$ cat src/hw/rtl/assert_macros.svh
// ---------------------------------------------------------------------------
// assertion macros
// concurrent assertion helpers clocked on i_clk, disabled while i_rst_n is low
// ---------------------------------------------------------------------------
`ifndef ASSERT_MACROS_SVH
`define ASSERT_MACROS_SVH

`ifndef ASSERT_OFF

// property must hold at every clock edge out of reset
`define SSA_ASSERT(label, prop) \
    label: assert property (@(posedge i_clk) disable iff (!i_rst_n) (prop)) \
        else $error("assertion failed");

// expression must never be true out of reset
`define SSA_NEVER(label, expr) \
    label: assert property (@(posedge i_clk) disable iff (!i_rst_n) !(expr)) \
        else $error("forbidden condition seen");

`else

`define SSA_ASSERT(label, prop)
`define SSA_NEVER(label, expr)

`endif

`endif

$ cat src/hw/rtl/ssa_pkg.sv
// ---------------------------------------------------------------------------
// ssa_pkg
// shared constants and types of the spill slot allocator
// ---------------------------------------------------------------------------
`default_nettype none

package ssa_pkg;

    localparam int SLOT_COUNT     = 64;
    localparam int TEMP_COUNT     = 64;
    localparam int BYTES_PER_SLOT = 4;

    localparam int SLOT_W     = $clog2(SLOT_COUNT);
    localparam int CNT_W      = $clog2(SLOT_COUNT + 1);
    localparam int TEMP_W     = 6;
    localparam int LIVE_W     = 64;
    localparam int MODE_W     = 2;
    localparam int STATUS_W   = 3;
    localparam int START_W    = 12;
    localparam int OFS_W      = 13;
    localparam int FRAME_W    = 9;
    localparam int OUT_SLOT_W = 6;
    localparam int SLOT_SHIFT = $clog2(BYTES_PER_SLOT);

    localparam logic [MODE_W-1:0] MODE_CLEAR   = 2'd0;
    localparam logic [MODE_W-1:0] MODE_RESERVE = 2'd1;
    localparam logic [MODE_W-1:0] MODE_WRITE   = 2'd2;

    localparam logic [STATUS_W-1:0] ST_OWN        = 3'd0;
    localparam logic [STATUS_W-1:0] ST_EVICTED    = 3'd1;
    localparam logic [STATUS_W-1:0] ST_APPENDED   = 3'd2;
    localparam logic [STATUS_W-1:0] ST_FIXED      = 3'd3;
    localparam logic [STATUS_W-1:0] ST_FULL       = 3'd4;
    localparam logic [STATUS_W-1:0] ST_RESET_DONE = 3'd5;
    localparam logic [STATUS_W-1:0] ST_ERROR      = 3'd6;

    // request broadcast to every cell
    typedef struct packed {
        logic [TEMP_W-1:0] temp_id;
        logic [LIVE_W-1:0] live;
        logic [CNT_W-1:0]  used;
        logic [CNT_W-1:0]  reserved;
    } t_cell_req;

    // owner write into one cell
    typedef struct packed {
        logic              en;
        logic [TEMP_W-1:0] data;
    } t_cell_wr;

    // per cell results back to the control
    typedef struct packed {
        logic              own_pick;
        logic              dead_pick;
        logic              drop;
        logic [TEMP_W-1:0] owner;
    } t_cell_stat;

endpackage

`default_nettype wire

$ cat src/hw/rtl/ssa_cell.sv
// ---------------------------------------------------------------------------
// ssa_cell
// one stack slot: holds its owner temp and joins the two priority chains
// ---------------------------------------------------------------------------
`default_nettype none

module ssa_cell (
    input  wire logic                      i_clk,
    input  wire logic [ssa_pkg::SLOT_W-1:0] i_index,
    input  wire ssa_pkg::t_cell_req        i_req,
    input  wire ssa_pkg::t_cell_wr         i_wr,
    input  wire logic                      i_own_seen,
    output logic                           o_own_seen,
    input  wire logic                      i_dead_seen,
    output logic                           o_dead_seen,
    output ssa_pkg::t_cell_stat            o_stat
);
    import ssa_pkg::*;

    logic [TEMP_W-1:0] r_owner;
    logic [CNT_W-1:0]  w_index;
    logic              w_in_use;
    logic              w_above_res;
    logic              w_own;
    logic              w_dead;

    always_ff @(posedge i_clk) begin
        if (i_wr.en) begin
            r_owner <= i_wr.data;
        end
    end

    assign w_index     = CNT_W'(i_index);
    assign w_in_use    = w_index < i_req.used;
    assign w_above_res = w_index >= i_req.reserved;
    assign w_own       = w_in_use && (r_owner == i_req.temp_id);
    assign w_dead      = w_in_use && w_above_res && !i_req.live[r_owner];

    // own chain runs from the top slot down, dead chain from slot zero up
    assign o_own_seen  = i_own_seen | w_own;
    assign o_dead_seen = i_dead_seen | w_dead;

    assign o_stat.own_pick  = w_own & ~i_own_seen;
    assign o_stat.dead_pick = w_dead & ~i_dead_seen;
    assign o_stat.drop      = w_in_use && w_above_res;
    assign o_stat.owner     = r_owner;

endmodule

`default_nettype wire

$ cat config.mk
export PLATFORM = sky130hd
export DESIGN_NAME = ssa_cell
export DESIGN_NICKNAME = d
export VERILOG_FILES = /design/src/hw/rtl/assert_macros.svh /design/src/hw/rtl/ssa_pkg.sv /design/src/hw/rtl/ssa_cell.sv
export SDC_FILE = /design/constraint.sdc
export NUM_CORES = 1
export LEC_CHECK = 0
export ABC_AREA = 1
export BUFFER_PORTS_ARGS = -buffer_cell sky130_fd_sc_hd__buf_2
export CORE_MARGIN = 1.5
export CORE_UTILIZATION = 39
export CTS_CLUSTER_DIAMETER = 150
export DETAILED_ROUTE_END_ITERATION = 8
export PLACE_DENSITY = 0.82
export SETUP_SLACK_MARGIN = 0.02
export SLEW_MARGIN = 20
export SYNTH_ARGS = -nofsm -noshare
export SYNTH_HDL_FRONTEND = slang
export SYNTH_SLANG_ARGS = --single-unit
$ cat constraint.sdc
create_clock -name i_clk -period 2.1 [get_ports i_clk]
set_input_delay 0.42 -clock i_clk [delete_from_list [all_inputs] [get_ports i_clk]]
set_output_delay 0.42 -clock i_clk [all_outputs]
set_load 0.005 [all_outputs]
# Yosys cells after proc, flatten, opt, wreduce, memory -nomap -nowiden
# Cells that the tools add are included.
# W data, S select, Z words.
dict set report totals {
  regBits 6
  out_inout_bits 11
  input_bits 100
  word_cells 17
}
dict set report op_classes {
  n_lt_le_gt_ge 3
  bitwise_logic 6
  n_eq_ne 1
  muxes 2
  reduce_logical 4
}
# cell n
set op_table {}
lappend op_table {{$ge A6 B7 Y1} 1}
lappend op_table {{$lt A6 B7 Y1} 1}
lappend op_table {{$lt A6 B7 Y1 const B} 1}
lappend op_table {{$bmux W1 S6} 1}
lappend op_table {{$eq A6 B6 Y1} 1}
lappend op_table {{$logic_and A1 B1 Y1} 3}
lappend op_table {{$and A1 B1 Y1} 2}
lappend op_table {{$not A1 Y1} 2}
lappend op_table {{$or A1 B1 Y1} 2}
lappend op_table {{$logic_not A1 Y1} 1}
lappend op_table {{$mux W1} 1}

# Depth between registers and ports, before layout
# Gate-level depths: netlist (run 1).
dict set report depth {
  depth_word 5
  ltp_mapped 12
  mapped_depth_nobuf 10
}

# Least setup slack after synthesis (run 1)
# No wires, ideal clock.
dict set report synth_path {
  path_type {input -> output}
  start {in i_req[4] (netlist bit)}
  end {out o_dead_seen}
  t_required_ns 1.680
  arrival_ns 1.423
  path_buffers 0
  path_stages 9
  setup_slack_ns 0.257
  cell_sequence {inv_1 ha_1 a21o_1 a22oi_1 nand2_1 o21ai_0 inv_1 nand3_2 nand2_1}
}
# item line_no
set synth_lines {}
lappend synth_lines {{start, declared} ssa_cell.sv:10} ;# input wire ssa_pkg::t_cell_req i_req,
lappend synth_lines {{end, declared} ssa_cell.sv:15} ;# output logic o_dead_seen,

# Worst setup path in the final report (run 1)
dict set report layout_path {
  start {reg r_owner[0]}
  end {out o_dead_seen}
}
dict set report layout_via {
  elab_chain_cells 5
}
# item line_no
set layout_lines {}
lappend layout_lines {{start, declared} ssa_cell.sv:20} ;# logic [TEMP_W-1:0] r_owner;
lappend layout_lines {{start signal, assigned} ssa_cell.sv:29} ;# r_owner <= i_wr.data;
lappend layout_lines {{$bmux W1 S6} ssa_cell.sv:37} ;# assign w_dead = w_in_use && w_above_res && !i_req.live[r_owner];
lappend layout_lines {{$mux W1 (not written as such)} ssa_cell.sv:37}
lappend layout_lines {{$logic_not A1 Y1} ssa_cell.sv:37}
lappend layout_lines {{$logic_and A1 B1 Y1} ssa_cell.sv:37}
lappend layout_lines {{$or A1 B1 Y1} ssa_cell.sv:41} ;# assign o_dead_seen = i_dead_seen | w_dead;
# No other way between the ends. The select of a mux whose other input is x is not followed.

==> flow_summary.json, run 1 <==
{
  "place.gp.congestion": 0.791,
  "dr.pass1.iters": 4,
  "critPathRequiredTime_ns": 1.68,
  "ys_async_sr_fraction_pct": 0,
  "slew_viol_final": 0,
  "synth_compound_area_share_pct": 4.50,
  "power_leakage_nw": 1.18,
  "insertedDiodeCount": 0,
  "max-clock-path-buffers": 2,
  "avgViaCountPerCell": 4.79,
  "min_path_cells": 1,
  "cts_tree": "done",
  "initial_utilization_pct": 41.6,
  "top_regs": "r_owner x6",
  "relSlewSlack_pct": 81.1,
  "p_switching_mw": 0.256,
  "finalHoldViolCount": 0,
  "outcome": "finished with violations",
  "drt-initial-drc-count": 117,
  "fmax_ghz": 0.465,
  "min_period_over_period_pct": 102,
  "grt_pass1_vias": 1618,
  "wl_met2_um": 2060,
  "worstPathArrival_ns": 1.73,
  "finalSetupViolCount": 2,
  "pin_count": 111,
  "netSwitchingFraction_pct": 38.9,
  "place_area_sq_mm": 0.00183,
  "min_to": "r_owner[1]$_DFFE_PP_",
  "wl_met3_um": 352,
  "worst_pin_slew_ns": 0.283,
  "grt_usage_pct": 21.6,
  "ir_worst_vdd_mv": 0.412,
  "endpoint_kind": "output pin",
  "rsz0062_at_grt": "yes",
  "yosys.area_share.simple_pct": 51.9,
  "finalCriticalPeriod_ns": 2.15,
  "ys_ff_latch": 6,
  "die_x_um": 60.3,
  "min_from": "i_wr[1]",
  "fin_util_pct": 64.3,
  "largest_reg_flops": 6,
  "grt_pass1_wl_um": 6150,
  "dieArea_sq_mm": 0.00363,
  "core_sq_mm": 0.00308,
  "syn_area_sq_mm": 0.00128,
  "synthMuxAreaShare_pct": 0,
  "routed_wl_um": 4100,
  "drive_above_1_share_pct": 40.9,
  "synth_top_family_by_area": "simple AND/OR/NAND/NOR gates",
  "synth_edf_count": 6,
  "syn-instance-count": 221,
  "hpwlAfterDp_um": 3230,
  "grt_max_degree": 23,
  "numPortBuffers": 110,
  "antenna_found_initial": 0,
  "synth_xor_area_share_pct": 4.11,
  "post_drt_wl_per_cell_um": 10.8,
  "synth_fp_nets": 332,
  "area_growth_pct": 54.7,
  "start_kind": "flop",
  "pwr_density_cell_mw_per_mm2": 332,
  "cts_sinks": 6,
  "cts_root_buf": "clkbuf_4",
  "hold_path.class": "in2reg",
  "violations": "setup timing",
  "cp_max_fo": 8,
  "post-place-ws_ns": -0.0219,
  "synth.yosys.seq_area_share_pct": 14.1,
  "layout_common_cells": "buf_2 (110), nand2_1 (86), nand3_1 (53)",
  "fp.dieH_um": 60.3,
  "final_cell_area_sq_mm": 0.00198,
  "final_common_cell": "buf_2",
  "cts_buffers": 3,
  "finalWorstSetupSlack_ns": -0.0495,
  "path_clk_slew_ns": 0.04,
  "finalNetCount": 448,
  "yosys_warnings": 0,
  "p_clk_share_pct": 15.7,
  "p_int_mw": 0.401,
  "combPwrFrac_pct": 61.0,
  "syn_area_per_cell_sq_um": 5.79,
  "vias": 1815,
  "synth_flop_cell": "edfxtp_1",
  "top_register": "r_owner",
  "grt-ovfl-total": 0,
  "antenna_left": 0,
  "setup_tns_ns": -0.0977,
  "remaining_drc_errors": 0,
  "ys_types": 22,
  "wl_met1_um": 1670,
  "cap_viol_max_count": 0,
  "row_count": 20,
  "power_frac_seq_pct": 23.3,
  "htreeDepth": 1,
  "synthAdderAreaFrac_pct": 10.8,
  "maxUsedRoutingLayer": "met4",
  "critPathKind": "reg2out"
}
## repair_timing
action                                 CTS  global route
pin swaps                                0             1
hold buffers                             0             0
resized for setup                       12             8
endpoints found under the hold margin    0             0
setup endpoints to repair                4             5
gates cloned                             2             0
buffers inserted                         2             3
## synth_stat cells, types with 2 or more instances
library cell	number	area [sq um]
a21oi_1	4	20.0
nand2_1	88	330
xor2_1	4	35.0
edfxtp_1	6	180
buf_4	5	37.5
nand3_1	56	280
nand4_1	2	12.5
o21ai_0	3	15.0
ha_1	11	138
inv_4	2	12.5
nor2_1	2	7.51
buf_2	2	10.0
xnor2_1	2	17.5
nor4_1	2	12.5
buf_6	4	45.0
inv_1	22	82.6
## final cells by class
| cell class | count | area [sq um] |
|---|---|---|
| clock buffers | 3 | 22.5 |
| fillers | 318 | 1100 |
| inverters | 24 | 100 |
| multi-input cells | 180 | 955 |
| flip-flops and latches | 6 | 180 |
| well taps | 44 | 55.1 |
| repair buffers | 120 | 641 |
| repair inverters | 2 | 27.5 |
## per-stage QoR
step / cells / hold WS [ns] / total power [mW]
after global routing: 379 / 0.351 / 0.719
after CTS: 376 / 0.350 / 0.647
after detailed placement: 369 / 0.599 / 0.516
after floorplan: 221 / 0.519 / 0.378
final: 379 / 0.355 / 0.657
after global placement: 369 / 0.598 / 0.510
## critical path, cell delays in order, from the launching register on
cell	delay, ns
edfxtp_1	0.48
buf_6	0.19
inv_8	0.07
nand2_1	0.05
nand3_1	0.06
nand3_1	0.08
nand2_1	0.08
nand2_1	0.05
nand3_1	0.07
nand3_2	0.09
nand3_2	0.09
nand2_1	0.05
buf_2	0.12
## power by group through the flow
stage | Combinational [mW] | Clock (mW) | Sequential (mW)
2_1_floorplan | 0.223 | 0 | 0.155
3_5_place_dp | 0.360 | 0 | 0.156
6_report | 0.401 | 0.103 | 0.153
4_1_cts | 0.384 | 0.108 | 0.155
3_3_place_gp | 0.354 | 0 | 0.156
5_1_grt | 0.453 | 0.113 | 0.154
## worst max-delay path by stage
stage | slack (ns) | start | endpoint
final | -0.05 | r_owner[0]$_DFFE_PP_ | o_dead_seen
after global routing | -0.17 | r_owner[0]$_DFFE_PP_ | o_stat[7]
after CTS | -0.05 | r_owner[0]$_DFFE_PP_ | o_stat[7]
after detailed placement | -0.02 | i_index[4] | o_dead_seen
after global placement | 0.02 | i_index[4] | o_dead_seen
after floorplan | 0.26 | i_req[4] | o_dead_seen
## metal layers
layer | up-vias | GRT usage, %
met4 | 0 | 5.40
li1 | 956 | -
met2 | 83 | 42.2
met3 | 2 | 3.03
met1 | 774 | 24.0
met5 | - | 0
## cells by family after synthesis
kind of cell	after synthesis
buffers and inverters	35
XOR/XNOR	6
AND/OR/NAND/NOR	153
flip-flops	6
AO/OA/AOI/OAI	10
adder cells (fa/ha/maj)	11
Power figures use the tool's default switching activity.
==> inputs of run 2 (changes only) <==
Settings changed: CORE_ASPECT_RATIO from default to 1.2.
==> run 2 against run 1 <==
  * The flow still finishes with violations (setup timing)
  * Clock power is essentially flat
  * Non-clock buffer count grew 1
  * Combinational power grew 15%
  * Total power grew 9.1%
  * Flip-flop and latch count is the same
  * First-iteration DRC count shrank 7.7%
  * Global-route usage grew 0.20 points
  * Via count grew 4.7%
  * Sequential share of layout area shrank 0.76 points
  * Routed wire length grew 11%
  * Core utilization grew 5.8 points
  * Final cell count shrank 2.1%
  * Critical path type unchanged
==> flow_summary.json, run 2 (synthesis gave the netlist of run 1 again) <==
{
  "grt-ovfl-total": 0,
  "avgViaCountPerCell": 5.12,
  "fin_util_pct": 70.1,
  "cts_tree": "done",
  "num-fill-cells": 248,
  "grt_max_degree": 19,
  "setup_tns_ns": -0.177,
  "critPathRequiredTime_ns": 1.68,
  "grt_usage_pct": 21.8,
  "power_frac_seq_pct": 21.6,
  "vias": 1900,
  "pwr_density_cell_mw_per_mm2": 332,
  "crit_end": "o_stat[7]",
  "grt_pass1_wl_um": 6630,
  "row_count": 22,
  "critPathKind": "reg2out",
  "regArea_sq_um": 180,
  "fp.dieH_um": 65.8,
  "finalWorstSetupSlack_ns": -0.0782,
  "cts_root_buf": "clkbuf_4",
  "area_growth_pct": 68.9,
  "top_regs": "r_owner x6",
  "finalSetupViolCount": 3,
  "cp_max_fo": 8,
  "p_clk_share_pct": 14.2,
  "crit_start": "r_owner[0]$_DFFE_PP_",
  "hold_ws_ns": 0.357,
  "hpwlAfterDp_um": 3180,
  "instances_no_fill": 371,
  "dr.pass1.iters": 4,
  "top_register": "r_owner",
  "fmax_ghz": 0.459,
  "start_kind": "flop",
  "endpoint_kind": "output pin",
  "p_int_mw": 0.424,
  "slew_viol_final": 0,
  "remaining_drc_errors": 0,
  "rsz0062_at_grt": "yes",
  "violations": "setup timing",
  "finalCriticalPeriod_ns": 2.18,
  "cts_buffers": 3,
  "core_sq_mm": 0.00308,
  "antenna_found_initial": 0,
  "max-clock-path-buffers": 2,
  "post_drt_wl_per_cell_um": 12.3,
  "final_common_cell": "buf_2",
  "p_switching_mw": 0.292,
  "min_period_over_period_pct": 104,
  "initial_utilization_pct": 41.5,
  "multi_input_area_sq_mm": 0.00113,
  "antenna_left": 0,
  "layout_common_cells": "buf_2 (111), nand2_1 (71), nand3_2 (30)",
  "htreeDepth": 1,
  "place.gp.congestion": 0.764,
  "routed_wl_um": 4550,
  "worstPathArrival_ns": 1.76,
  "netSwitchingFraction_pct": 40.8,
  "finalNetCount": 448,
  "path_clk_slew_ns": 0.04,
  "drt-initial-drc-count": 108,
  "insertedDiodeCount": 0,
  "relSlewSlack_pct": 76.0,
  "largest_reg_flops": 6,
  "power_leakage_nw": 1.26,
  "dieArea_sq_mm": 0.00364,
  "hold_buffers": 0,
  "die_x_um": 55.3,
  "combPwrFrac_pct": 64.2,
  "hold_path.class": "in2reg",
  "cts_sinks": 6,
  "grt_pass1_vias": 1658,
  "pin_count": 111,
  "ir_worst_vdd_mv": 0.315,
  "dp_cells": 361,
  "worst_pin_slew_ns": 0.359,
  "outcome": "finished with violations",
  "drive_above_1_share_pct": 53.1,
  "cap_viol_max_count": 0,
  "numPortBuffers": 110,
  "finalHoldViolCount": 0
}
## run 2: worst min path at each step
stage / depth (start not counted) / start / slack (ns) / endpoint
3_5_place_dp: 1 / i_wr[3] / 0.60 / r_owner[3]$_DFFE_PP_
6_report: 1 / i_wr[3] / 0.36 / r_owner[3]$_DFFE_PP_
4_1_cts: 1 / i_wr[3] / 0.35 / r_owner[3]$_DFFE_PP_
2_1_floorplan: 0 / i_wr[0] / 0.52 / r_owner[0]$_DFFE_PP_
3_3_place_gp: 1 / i_wr[3] / 0.60 / r_owner[3]$_DFFE_PP_
5_1_grt: 1 / i_wr[3] / 0.33 / r_owner[3]$_DFFE_PP_
## run 2: stage by stage
step / total power, mW / worst slack [ns] / cell area, sq um
2_1_floorplan: 0.378 / 0.257 / 1280
3_3_place_gp: 0.510 / 0.0141 / 1820
3_5_place_dp: 0.516 / -0.0173 / 1820
4_1_cts: 0.643 / -0.0470 / 1910
5_1_grt: 0.787 / -0.190 / 2160
6_report: 0.717 / -0.0782 / 2160
## run 2: critical path, stage by stage, from the launching register on
cell and delay, ns:
edfxtp_1 0.41, buf_8 0.18, buf_8 0.15, nand2_1 0.06, nand3_1 0.10, nand3_2 0.10, nand2_2 0.06, nand2_2 0.05
nand3_2 0.07, nand3_2 0.07, nand3_2 0.08, nor2_2 0.07, buf_2 0.11
## run 2: cell type report
cell class | count | area share, %
Inverter | 24 | 4.63
Tap cell | 36 | 2.08
Sequential cell | 6 | 8.33
Timing Repair inverter | 1 | 0.521
Multi-Input combinational cell | 180 | 52.2
Clock buffer | 3 | 1.04
Timing Repair Buffer | 121 | 31.2
## run 2: power groups by stage
stage / clock network [mW] / registers [mW] / logic, mW
3_3_place_gp: 0 / 0.157 / 0.354
6_report: 0.102 / 0.154 / 0.460
4_1_cts: 0.106 / 0.154 / 0.383
2_1_floorplan: 0 / 0.155 / 0.223
3_5_place_dp: 0 / 0.157 / 0.359
5_1_grt: 0.119 / 0.156 / 0.512
## run 2: layer usage
| layer | routed length, um | up-vias | GRT usage, % |
|---|---|---|---|
| met5 | 0 | - | 0 |
| met4 | 29 | 0 | 6.40 |
| met3 | 336 | 4 | 3.35 |
| met2 | 2450 | 86 | 41.5 |
| met1 | 1740 | 854 | 25.0 |
| li1 | - | 956 | - |
## run 2: repair_timing
item | in CTS | in global routing
pin swaps | 4 | 20
resized for setup | 8 | 57
gates cloned | 3 | 1
setup buffers | 2 | 1
endpoints found under the setup margin | 4 | 5
